===== src/rtl/fjh_pkg.sv =====
// shared types, field widths and codes for the forward jump hop counter
package fjh_pkg;

	// payload field widths
	localparam int FUNC_W  = 1;
	localparam int POS_W   = 10;
	localparam int JUMP_W  = 11;
	localparam int COUNT_W = 11;
	localparam int USED_W  = 11;

	// parameter defaults
	localparam int MAX_POSITIONS_DEF = 1024;
	localparam int BLOCK_SIZE_DEF    = 32;

	// used_positions after reset
	localparam int USED_RST = 1024;

	// operation codes on func
	localparam logic [FUNC_W-1:0] FUNC_QUERY  = 1'b0;
	localparam logic [FUNC_W-1:0] FUNC_UPDATE = 1'b1;

	// write strobes from the sequencer to the table memories
	typedef struct packed {
		logic jump_we;
		logic skip_we;
	} tbl_ctl_t;

endpackage


===== src/rtl/fjh_seq.sv =====
// sequencer: clearing pass, block rebuild pipeline, query walk
module fjh_seq #(
	parameter int MAX_POSITIONS = fjh_pkg::MAX_POSITIONS_DEF,
	parameter int BLOCK_SIZE    = fjh_pkg::BLOCK_SIZE_DEF,
	localparam int AW = $clog2(MAX_POSITIONS),
	localparam int NW = $clog2(MAX_POSITIONS + 1),
	localparam int HW = $clog2(BLOCK_SIZE + 1)
) (
	input  logic                       clk,
	input  logic                       arst_n,
	input  logic [NW-1:0]              n,
	input  logic                       cfg_we,
	input  logic                       in_valid,
	output logic                       in_ready,
	input  logic [fjh_pkg::FUNC_W-1:0]  in_func,
	input  logic [fjh_pkg::POS_W-1:0]   in_pos,
	input  logic [fjh_pkg::JUMP_W-1:0]  in_jump,
	output logic                       res_valid,
	input  logic                       res_ready,
	output logic [fjh_pkg::COUNT_W-1:0] res_count,
	output fjh_pkg::tbl_ctl_t          ctl,
	output logic [AW-1:0]              jump_waddr,
	output logic [fjh_pkg::JUMP_W-1:0]  jump_wdata,
	output logic [AW-1:0]              jump_raddr,
	input  logic [fjh_pkg::JUMP_W-1:0]  jump_rdata,
	output logic [AW-1:0]              skip_waddr,
	output logic [NW-1:0]              skip_wexit,
	output logic [HW-1:0]              skip_whops,
	output logic [AW-1:0]              skip_raddr,
	input  logic [NW-1:0]              skip_rexit,
	input  logic [HW-1:0]              skip_rhops
);
	import fjh_pkg::*;

	localparam int TW    = ((NW > JUMP_W) ? NW : JUMP_W) + 1;
	// block index by reciprocal multiply, exact for every address below 2**AW
	localparam int SH    = AW + $clog2(BLOCK_SIZE);
	localparam int RECIP = (2 ** SH + BLOCK_SIZE - 1) / BLOCK_SIZE;
	localparam int RW    = $clog2(RECIP + 1);
	localparam int PW    = AW + RW;

	typedef enum logic [2:0] {
		ST_CLEAR,
		ST_IDLE,
		ST_DISPATCH,
		ST_DIV,
		ST_SETUP,
		ST_REBUILD,
		ST_WALK,
		ST_RESULT
	} state_t;

	state_t              state_q;
	logic [AW-1:0]       clr_q;
	logic                restart_q;
	logic                rb_all_q;
	logic                iss_q;
	logic                valid_s1;
	logic                valid_s2;
	logic                fwd_vld_q;

	logic [NW-1:0]       nw_q;
	logic [FUNC_W-1:0]   func_q;
	logic [POS_W-1:0]    pos_q;
	logic [JUMP_W-1:0]   nj_q;
	logic [PW-1:0]       prod_q;
	logic [AW-1:0]       blk_start_q;
	logic [AW-1:0]       blk_end_q;
	logic [AW-1:0]       rd_i_q;
	logic [COUNT_W-1:0]  cnt_q;
	logic [AW-1:0]       i_s1;
	logic [AW-1:0]       i_s2;
	logic [TW-1:0]       t_s2;
	logic                ext_s2;
	logic [AW-1:0]       fwd_addr_q;
	logic [NW-1:0]       fwd_exit_q;
	logic [HW-1:0]       fwd_hops_q;

	logic                accept;
	logic                pos_ok;
	logic                pos_used;
	logic [TW-1:0]       t_s1;
	logic                fwd_hit;
	logic [NW-1:0]       src_exit;
	logic [HW-1:0]       src_hops;
	logic                walk_end;
	logic [TW-1:0]       blk_last;
	logic [TW-1:0]       used_last;
	logic [TW-1:0]       next_start;
	logic                rb_done;

	assign accept     = in_valid && in_ready;
	assign pos_ok     = TW'(pos_q) < TW'(MAX_POSITIONS);
	assign pos_used   = TW'(pos_q) < TW'(nw_q);
	assign t_s1       = TW'(i_s1) + TW'(jump_rdata);
	assign walk_end   = TW'(skip_rexit) >= TW'(nw_q);
	assign blk_last   = TW'(blk_start_q) + TW'(BLOCK_SIZE - 1);
	assign used_last  = TW'(nw_q) - TW'(1);
	assign next_start = TW'(blk_start_q) + TW'(BLOCK_SIZE);
	assign rb_done    = !iss_q && !valid_s1 && !valid_s2;

	// the entry written in the previous cycle was not yet visible to the read
	assign fwd_hit  = fwd_vld_q && (TW'(fwd_addr_q) == t_s2);
	assign src_exit = fwd_hit ? fwd_exit_q : skip_rexit;
	assign src_hops = fwd_hit ? fwd_hops_q : skip_rhops;

	always_comb begin
		if (ext_s2) begin
			skip_wexit = (t_s2 > TW'(nw_q)) ? nw_q : NW'(t_s2);
			skip_whops = HW'(1);
		end else begin
			skip_wexit = src_exit;
			skip_whops = src_hops + HW'(1);
		end
	end

	assign skip_waddr  = i_s2;
	assign ctl.skip_we = valid_s2;
	assign ctl.jump_we = (state_q == ST_CLEAR) ||
		(state_q == ST_DISPATCH && func_q == FUNC_UPDATE && pos_ok);
	assign jump_waddr  = (state_q == ST_CLEAR) ? clr_q : AW'(pos_q);
	assign jump_wdata  = (state_q == ST_CLEAR || nj_q == '0) ? JUMP_W'(1) : nj_q;
	assign jump_raddr  = rd_i_q;

	always_comb begin
		unique case (state_q)
			ST_DISPATCH: skip_raddr = AW'(pos_q);
			ST_WALK:     skip_raddr = AW'(skip_rexit);
			default:     skip_raddr = AW'(t_s1);
		endcase
	end

	assign in_ready  = (state_q == ST_IDLE) && !restart_q && !cfg_we;
	assign res_valid = (state_q == ST_RESULT);
	assign res_count = cnt_q;

	always_ff @(posedge clk or negedge arst_n) begin
		if (!arst_n) begin
			state_q   <= ST_CLEAR;
			clr_q     <= '0;
			restart_q <= 1'b1;
			rb_all_q  <= 1'b0;
			iss_q     <= 1'b0;
			valid_s1  <= 1'b0;
			valid_s2  <= 1'b0;
			fwd_vld_q <= 1'b0;
		end else begin
			valid_s1  <= (state_q == ST_REBUILD) && iss_q;
			valid_s2  <= valid_s1;
			fwd_vld_q <= valid_s2;
			unique case (state_q)
				ST_CLEAR: begin
					clr_q <= clr_q + AW'(1);
					if (clr_q == AW'(MAX_POSITIONS - 1)) begin
						state_q <= ST_IDLE;
					end
				end
				ST_IDLE: begin
					if (restart_q) begin
						rb_all_q  <= 1'b1;
						state_q   <= ST_SETUP;
					end else if (accept) begin
						state_q <= ST_DISPATCH;
					end
				end
				ST_DISPATCH: begin
					if (func_q == FUNC_UPDATE) begin
						rb_all_q <= 1'b0;
						state_q  <= (pos_ok && pos_used) ? ST_DIV : ST_IDLE;
					end else begin
						state_q <= pos_used ? ST_WALK : ST_RESULT;
					end
				end
				ST_DIV: begin
					state_q <= ST_SETUP;
				end
				ST_SETUP: begin
					iss_q   <= 1'b1;
					state_q <= ST_REBUILD;
				end
				ST_REBUILD: begin
					if (iss_q && rd_i_q == blk_start_q) begin
						iss_q <= 1'b0;
					end
					if (rb_done) begin
						state_q <= (rb_all_q && next_start < TW'(nw_q)) ? ST_SETUP : ST_IDLE;
					end
				end
				ST_WALK: begin
					if (walk_end) begin
						state_q <= ST_RESULT;
					end
				end
				ST_RESULT: begin
					if (res_ready) begin
						state_q <= ST_IDLE;
					end
				end
				default: begin
					state_q <= ST_IDLE;
				end
			endcase
			if (cfg_we) begin
				restart_q <= 1'b1;
			end else if (state_q == ST_IDLE && restart_q) begin
				restart_q <= 1'b0;
			end
		end
	end

	always_ff @(posedge clk) begin
		i_s1       <= rd_i_q;
		i_s2       <= i_s1;
		t_s2       <= t_s1;
		ext_s2     <= t_s1 > TW'(blk_end_q);
		fwd_addr_q <= skip_waddr;
		fwd_exit_q <= skip_wexit;
		fwd_hops_q <= skip_whops;
		if (state_q == ST_IDLE) begin
			nw_q <= n;
			if (restart_q) begin
				blk_start_q <= '0;
			end else if (accept) begin
				func_q <= in_func;
				pos_q  <= in_pos;
				nj_q   <= in_jump;
			end
		end
		if (state_q == ST_DISPATCH) begin
			prod_q <= PW'(AW'(pos_q)) * PW'(RECIP);
			cnt_q  <= '0;
		end
		if (state_q == ST_DIV) begin
			blk_start_q <= AW'(32'(prod_q >> SH) * 32'(BLOCK_SIZE));
		end
		if (state_q == ST_SETUP) begin
			blk_end_q <= (blk_last > used_last) ? AW'(used_last) : AW'(blk_last);
			rd_i_q    <= (blk_last > used_last) ? AW'(used_last) : AW'(blk_last);
		end
		if (state_q == ST_REBUILD) begin
			if (iss_q && rd_i_q != blk_start_q) begin
				rd_i_q <= rd_i_q - AW'(1);
			end
			if (rb_done && rb_all_q) begin
				blk_start_q <= AW'(next_start);
			end
		end
		if (state_q == ST_WALK) begin
			cnt_q <= cnt_q + COUNT_W'(skip_rhops);
		end
	end

	// an in-block target lies strictly ahead of the entry being rebuilt
	a_fwd_target: assert property (@(posedge clk) disable iff (!arst_n)
		valid_s2 && !ext_s2 |-> t_s2 > TW'(i_s2))
		else $error("in-block jump target not ahead of its entry");

	a_in_block: assert property (@(posedge clk) disable iff (!arst_n)
		valid_s2 |-> i_s2 >= blk_start_q && i_s2 <= blk_end_q)
		else $error("skip write outside the block being rebuilt");

	a_exit_ahead: assert property (@(posedge clk) disable iff (!arst_n)
		valid_s2 |-> TW'(skip_wexit) > TW'(i_s2))
		else $error("skip exit does not move forward");

	a_result_quiet: assert property (@(posedge clk) disable iff (!arst_n)
		res_valid |-> !iss_q && !valid_s1 && !valid_s2)
		else $error("result offered while a rebuild is in flight");

endmodule


===== config.mk =====
export PLATFORM = sky130hd
export DESIGN_NAME = fjh_seq
export DESIGN_NICKNAME = d
export VERILOG_FILES = /design/src/rtl/fjh_pkg.sv /design/src/rtl/fjh_seq.sv
export SDC_FILE = /design/constraint.sdc
export NUM_CORES = 1
export LEC_CHECK = 0
export BUFFER_PORTS_ARGS = -buffer_cell sky130_fd_sc_hd__buf_2
export CELL_PAD_IN_SITES_DETAIL_PLACEMENT = 1
export CELL_PAD_IN_SITES_GLOBAL_PLACEMENT = 1
export CORE_MARGIN = 1.5
export CORE_UTILIZATION = 44
export DETAILED_ROUTE_END_ITERATION = 7
export GPL_ROUTABILITY_DRIVEN = 0
export MAX_ROUTING_LAYER = met4
export PLACE_DENSITY = 0.77
export RECOVER_POWER = 50
export SYNTH_ARGS = -nofsm -noshare
export SYNTH_HDL_FRONTEND = slang
export SYNTH_SLANG_ARGS = --single-unit

===== constraint.sdc =====
create_clock -name clk -period 4.3 [get_ports clk]
set_input_delay 0 -clock clk [delete_from_list [all_inputs] [get_ports clk]]
set_output_delay 0 -clock clk [all_outputs]
set_load 0.1 [all_outputs]

# After elaboration in Yosys (flattened, before gate mapping)
# Index checks and enable logic that the tools add are counted.
# classes
magnitude_cmp	6
n_bitwise	1
n_eq_ne	19
reduce_logical	30
addsub	8
muxes	37
# op_table
cell	n
2-to-1 mux 10 bit	10
2-to-1 mux 11 bit	6
2-to-1 mux 3 bit	8
one-hot mux 3 bit (8 select lines)	1
one-hot mux 10 bit (2 select lines)	1
logical AND 1 bit	13
adder 10 x 11 -> 12 bit	1
== test 10 x 12 -> 1 bit	1
== test 3 bit, second input constant	4
> comparator 11 x 12 -> 1 bit	1
> comparator 12 x 10 -> 1 bit	1
> comparator 12 x 11 -> 1 bit	1
2-to-1 mux 6 bit	2
subtractor 11 x 1 -> 12 bit, second input constant	1
adder 10 x 5 -> 11 bit, second input constant	1
adder 10 x 6 -> 11 bit, second input constant	1
adder 11 x 6 -> 11 bit	1
>= comparator 11 bit	1
zero test 11 bit	1
< comparator 10 x 11 -> 1 bit	1
< comparator 11 bit	1
adder 10 x 1 -> 10 bit, second input constant	1
== test 10 bit	1
== test 10 bit, second input constant	1
other kinds (19)	40
# totals
out_inout_bits	83
regBits	163
input_bits	66
wordCells	125

# Logic depth before layout (Yosys ltp)
# logic_depth
depth_word	7
ltp_mapped	14
depth_no_buf	14

# Worst setup path before layout
# OpenSTA, ideal clock, no wires.
# synth_timing
path_kind	reg-to-reg
startpoint	register state_q[2]
endpoint	register func_q (enable)
n_path_buf	1
setup_time_ns	0.381
required_ns	3.919
stages_incl_launch_ff	5
synth_period_minus_slack_ns	4.188
setup_slack_ns	0.112
arrival_ns	3.807
cell_sequence	dfrtp_1 buf_2 or3b_1 nor3_1 and2_1
# synth_between
elab_chain_cells	5
# synth_lines
item	line_no	text
start: declaration	fjh_seq.sv:53	state_t state_q;
start signal: assignment	fjh_seq.sv:169	state_q <= (pos_ok && pos_used) ? ST_DIV : ST_IDLE;
start signal: assignment	fjh_seq.sv:171	state_q <= pos_used ? ST_WALK : ST_RESULT;
start signal: assignment	fjh_seq.sv:186	state_q <= (rb_all_q && next_start < TW'(nw_q)) ? ST_SETUP : ST_IDLE;
== test 3 x 1 -> 1 bit	fjh_seq.sv:133	assign in_ready = (state_q == ST_IDLE) && !restart_q && !cfg_we;
logical AND 1 bit (2 in series)	fjh_seq.sv:133	
named net in_ready	fjh_seq.sv:14	output logic in_ready,
logical AND 1 bit	fjh_seq.sv:92	assign accept = in_valid && in_ready;
AND reduction 3 bit (no source line)	-	
end signal: assignment	fjh_seq.sv:224	func_q <= in_func;
end: declaration	fjh_seq.sv:63	logic [FUNC_W-1:0] func_q;
# The timed path passes the listed nets, and every way through them passes these cells.
# A chain may end at the register's enable or synchronous reset.

# Worst setup path after layout
# layout_timing
startpoint	register blk_start_q[5]
endpoint	register rd_i_q[6] (netlist: jump_raddr[6])
# layout_between
elab_chain_cells	6
elab_cells_between_ends	8
cone_classes	add/sub: 1; order compare: 1; eq/ne: 1; mux: 4; reduce/logical: 1
# layout_lines
item	line_no	text
start: declaration	fjh_seq.sv:67	logic [AW-1:0] blk_start_q;
start signal: assignment	fjh_seq.sv:234	blk_start_q <= AW'(32'(prod_q >> SH) * 32'(BLOCK_SIZE));
start signal: assignment	fjh_seq.sv:245	blk_start_q <= AW'(next_start);
adder 10 x 5 -> 11 bit	fjh_seq.sv:97	assign blk_last = TW'(blk_start_q) + TW'(BLOCK_SIZE - 1);
> comparator 11 x 12 -> 1 bit	fjh_seq.sv:238	rd_i_q <= (blk_last > used_last) ? AW'(used_last) : AW'(blk_last);
2-to-1 mux 10 bit	fjh_seq.sv:238	
2-to-1 mux 10 bit	fjh_seq.sv:236	if (state_q == ST_SETUP) begin
2-to-1 mux 10 bit	fjh_seq.sv:241	if (iss_q && rd_i_q != blk_start_q) begin
2-to-1 mux 10 bit *	fjh_seq.sv:240	if (state_q == ST_REBUILD) begin
end signal: assignment	fjh_seq.sv:238	
end signal: assignment	fjh_seq.sv:242	rd_i_q <= rd_i_q - AW'(1);
end: declaration	fjh_seq.sv:69	logic [AW-1:0] rd_i_q;
# Every way passes the cells marked *; elsewhere a longest branch is shown, timed or not.

==> flow_summary.ini <==
[status]
status = finished, violations left
violations = max-capacitance violations, max-slew violations

[critical_path]
regToRegSetupSlack_ns = 0.50
end_kind = register
r2r-start = blk_start_q[5]
start_kind = register
arrival_ns = 4.12
r2r_cells = 12
critical_path.startpoint = blk_start_q[5]
worstPathRequired_ns = 4.63
rr_endpoint = jump_raddr[6]
crit_type = reg -> reg
crit_fanout = 11

[placed_design]
dp_hpwl_um = 21600
port_buffers = 148
dp_slack_ns = 0.589
post_dp_cell_area_um2 = 9910

[synthesis]
syn_area_um2 = 8890
synth_top_family_by_area = simple AND/OR/NAND/NOR gates
synth.distinct_cells = 78
synth_compound_area_share_pct = 13.1
synth_flop_cell = dfxtp_1
synthMuxAreaShare_pct = 5.35
syn_area_per_cell_um2 = 10.5
yosysWarnings = 0
yosysSeqAreaShare_pct = 43.8
synth_cells = 851
synth_xor_area_share_pct = 6.79
synthArstFlopShare_pct = 12.0
yosys.area_share.simple_pct = 14.5
ys_ff_latch = 158
synth_edf_count = 64
synth_fa_ha_area_share_pct = 12.4
syn_nets = 1004

[die]
start_util_pct = 45.3
die_area_um2 = 21100
die_h_um = 145
io_pins = 149
rows = 51
die_x_um = 145
coreArea_um2 = 19700

[finish]
drive_above_1_share_pct = 17.1
finalCoreUtilization_pct = 55.1
syn_to_final_growth_pct = 21.7
nFillCells = 2246
diodes = 0
design_area_um2 = 10800
nNetsFinal = 1195

[clock_tree]
cts_max_path_buffers = 2
clock_latency_ns = 0.44
cts_resized = 0
post-cts-setup-buffers = 0
numCtsBuffers = 17
cts.clk_slew.worst_paths_ns = 0.07
holdBufCountCts = 39
root_buffer = clkbuf_16
htreeDepth = 4
tritoncts = yes
cts_sinks = 158

[global_route]
use_met3_pct = 3.90
use_met2_pct = 46.5
grt_use_met1_pct = 37.0
grt_max_degree = 27
grt_pass1_vias = 7991
grt_busiest_layer = met2
gr-total-overflow = 0
grt_use_total_pct = 28.7
grt_antenna_before_repair = 1
grt_pass1_wl_um = 45500

[power_and_ir_drop]
power_mw = 9.10
powerDensity_nw_per_um2 = 841
p_leak_nw = 4.67
ir_drop_uv = 390

[routing]
drc = 0
wl_per_cell_um = 21.9
routed_wl_um = 28900
drt_pre_antenna_iters = 5
drtIter0Drc = 457
ant_nets = 0
num_vias = 7514
avgViaCountPerCell = 5.69

[run]
drv_cap = 1

[timing]
max-slew-margin-rel_pct = -15.2
fin_worst_skew_ns = 0.0107
max_freq_ghz = 0.263
fin_ws_ns = 0.504
slew_viol_final = 16
period_share_pct = 88.3
tns_ns = 0
setup_violations = 0
tightest_slew_ns = 1.72
layout_min_cycle_time_ns = 3.80
rsz0062_at_grt = false
hold_viol = 0

[worst_hold_path]
hold_path_startpoint = jump_rdata[6]
hold_depth = 3
hold_class = in -> reg
min_to = t_s2[6]
## cell usage in the layout (no fill, tap or decap), drive strengths merged, types with 11 or more instances in the layout
cell type / netlist / routed
clkbuf: 7 / 63
a21oi: 35 / 35
and3: 15 / 15
buf: 16 / 111
xor2: 17 / 17
mux2i: 34 / 34
mux2: 12 / 12
nor2b: 24 / 24
dfrtp: 18 / 18
nand2: 51 / 51
o21ai: 29 / 29
nand3: 28 / 28
ha: 85 / 85
nor3: 23 / 23
a211oi: 14 / 14
nor2: 43 / 43
dfxtp: 75 / 75
dlygate4sd3: 0 / 39
inv: 60 / 68
nand4: 16 / 16
nand2b: 11 / 11
o221a: 11 / 11
xnor2: 52 / 52
edfxtp: 64 / 64
## Yosys cell counts, types with 3 or more instances
master / n / area, um^2
ha_1: 85 / 1060
dfxtp_1: 75 / 1500
edfxtp_1: 64 / 1920
inv_1: 60 / 225
xnor2_1: 52 / 455
nand2_1: 50 / 188
nor2_1: 43 / 161
a21oi_1: 35 / 175
mux2i_1: 34 / 340
o21ai_0: 29 / 145
nand3_1: 28 / 140
nor2b_1: 24 / 150
nor3_1: 21 / 105
dfrtp_1: 18 / 450
xor2_1: 17 / 149
nand4_1: 16 / 100
and3_1: 15 / 93.8
a211oi_1: 14 / 105
mux2_2: 12 / 135
nand2b_1: 11 / 68.8
o221a_2: 11 / 124
a21o_1: 10 / 75.1
o21a_1: 10 / 75.1
buf_2: 9 / 45.0
a211o_1: 8 / 70.1
clkbuf_1: 7 / 26.3
o211ai_1: 7 / 52.6
and2_1: 6 / 37.5
nor4_1: 5 / 31.3
or3_1: 5 / 31.3
a221o_1: 3 / 30.0
buf_1: 3 / 11.3
o31ai_1: 3 / 22.5
## logic make-up after synthesis
group | Yosys count
AO/OA/AOI/OAI | 161
XOR/XNOR | 69
adder cells (fa/ha/maj) | 87
buffers and inverters | 85
flip-flops | 158
multiplexers | 46
AND/OR/NAND/NOR | 245
## layer usage
metal | up-vias | wire length (um)
met3 | 50 | 1280
li1 | 3488 | -
met4 | 0 | 773
met5 | - | 0
met2 | 242 | 13900
met1 | 3734 | 13000
## flip-flops by register name, summed over array words and instances, names as in the netlist, 3 cells and up
| name | count |
|---|---|
| fwd_addr_q | 10 |
| prod_q | 5 |
| i_s1 | 10 |
| nj_q | 11 |
| t_s2 | 12 |
| fwd_hops_q | 6 |
| pos_q | 10 |
| blk_start_q | 10 |
| blk_end_q | 10 |
| state_q | 3 |
| nw_q | 11 |
| jump_raddr | 10 |
| skip_waddr | 10 |
| fwd_exit_q | 11 |
| res_count | 11 |
| clr_q | 10 |
## final cells by class
| cell class | count | area (um^2) | share of cell area (%) |
|---|---|---|---|
| flip-flops and latches | 158 | 3900 | 36.0 |
| multi-input cells | 608 | 4620 | 42.7 |
| well taps | 265 | 332 | 3.06 |
| inverters | 62 | 233 | 2.15 |
| repair buffers | 195 | 1130 | 10.4 |
| clock buffers | 18 | 439 | 4.06 |
| clock inverters | 14 | 171 | 1.58 |
## how the worst max path moves through the flow
| stage | end | slack (ns) | depth (start not counted) |
|---|---|---|---|
| 6_report | jump_raddr[6] | 0.50 | 12 |
| 5_1_grt | jump_raddr[6] | 0.24 | 12 |
| 4_1_cts | jump_raddr[6] | 0.53 | 12 |
| 3_5_place_dp | jump_raddr[6] | 0.59 | 12 |
| 3_3_place_gp | jump_raddr[6] | 0.67 | 12 |
| 2_1_floorplan | func_q | 0.11 | 4 |
## critical path, stage by stage, from the launching register on
cell	delay (ns)
dfxtp_1	0.55
ha_1	0.33
and3_1	0.27
nand2_1	0.09
xor2_1	0.26
inv_1	0.08
ha_1	0.33
a21o_1	0.13
a211o_1	0.14
a211oi_1	0.06
nor3_2	0.84
mux2i_1	0.23
a221o_1	0.38
## where the power goes
part,internal (mW),switching [mW]
Sequential,2.03,0.482
Combinational,1.30,3.68
Clock,0.894,0.711
## through the flow
step | hold WS (ns) | std cells
after floorplan | -0.296 | 851
after global placement | -0.00968 | 1249
after detailed placement | -0.0207 | 1249
after CTS | 0.0175 | 1320
after global routing | 0.0441 | 1320
final | 0.00742 | 1320
Note: power is estimated with default switching activity, not from simulation.
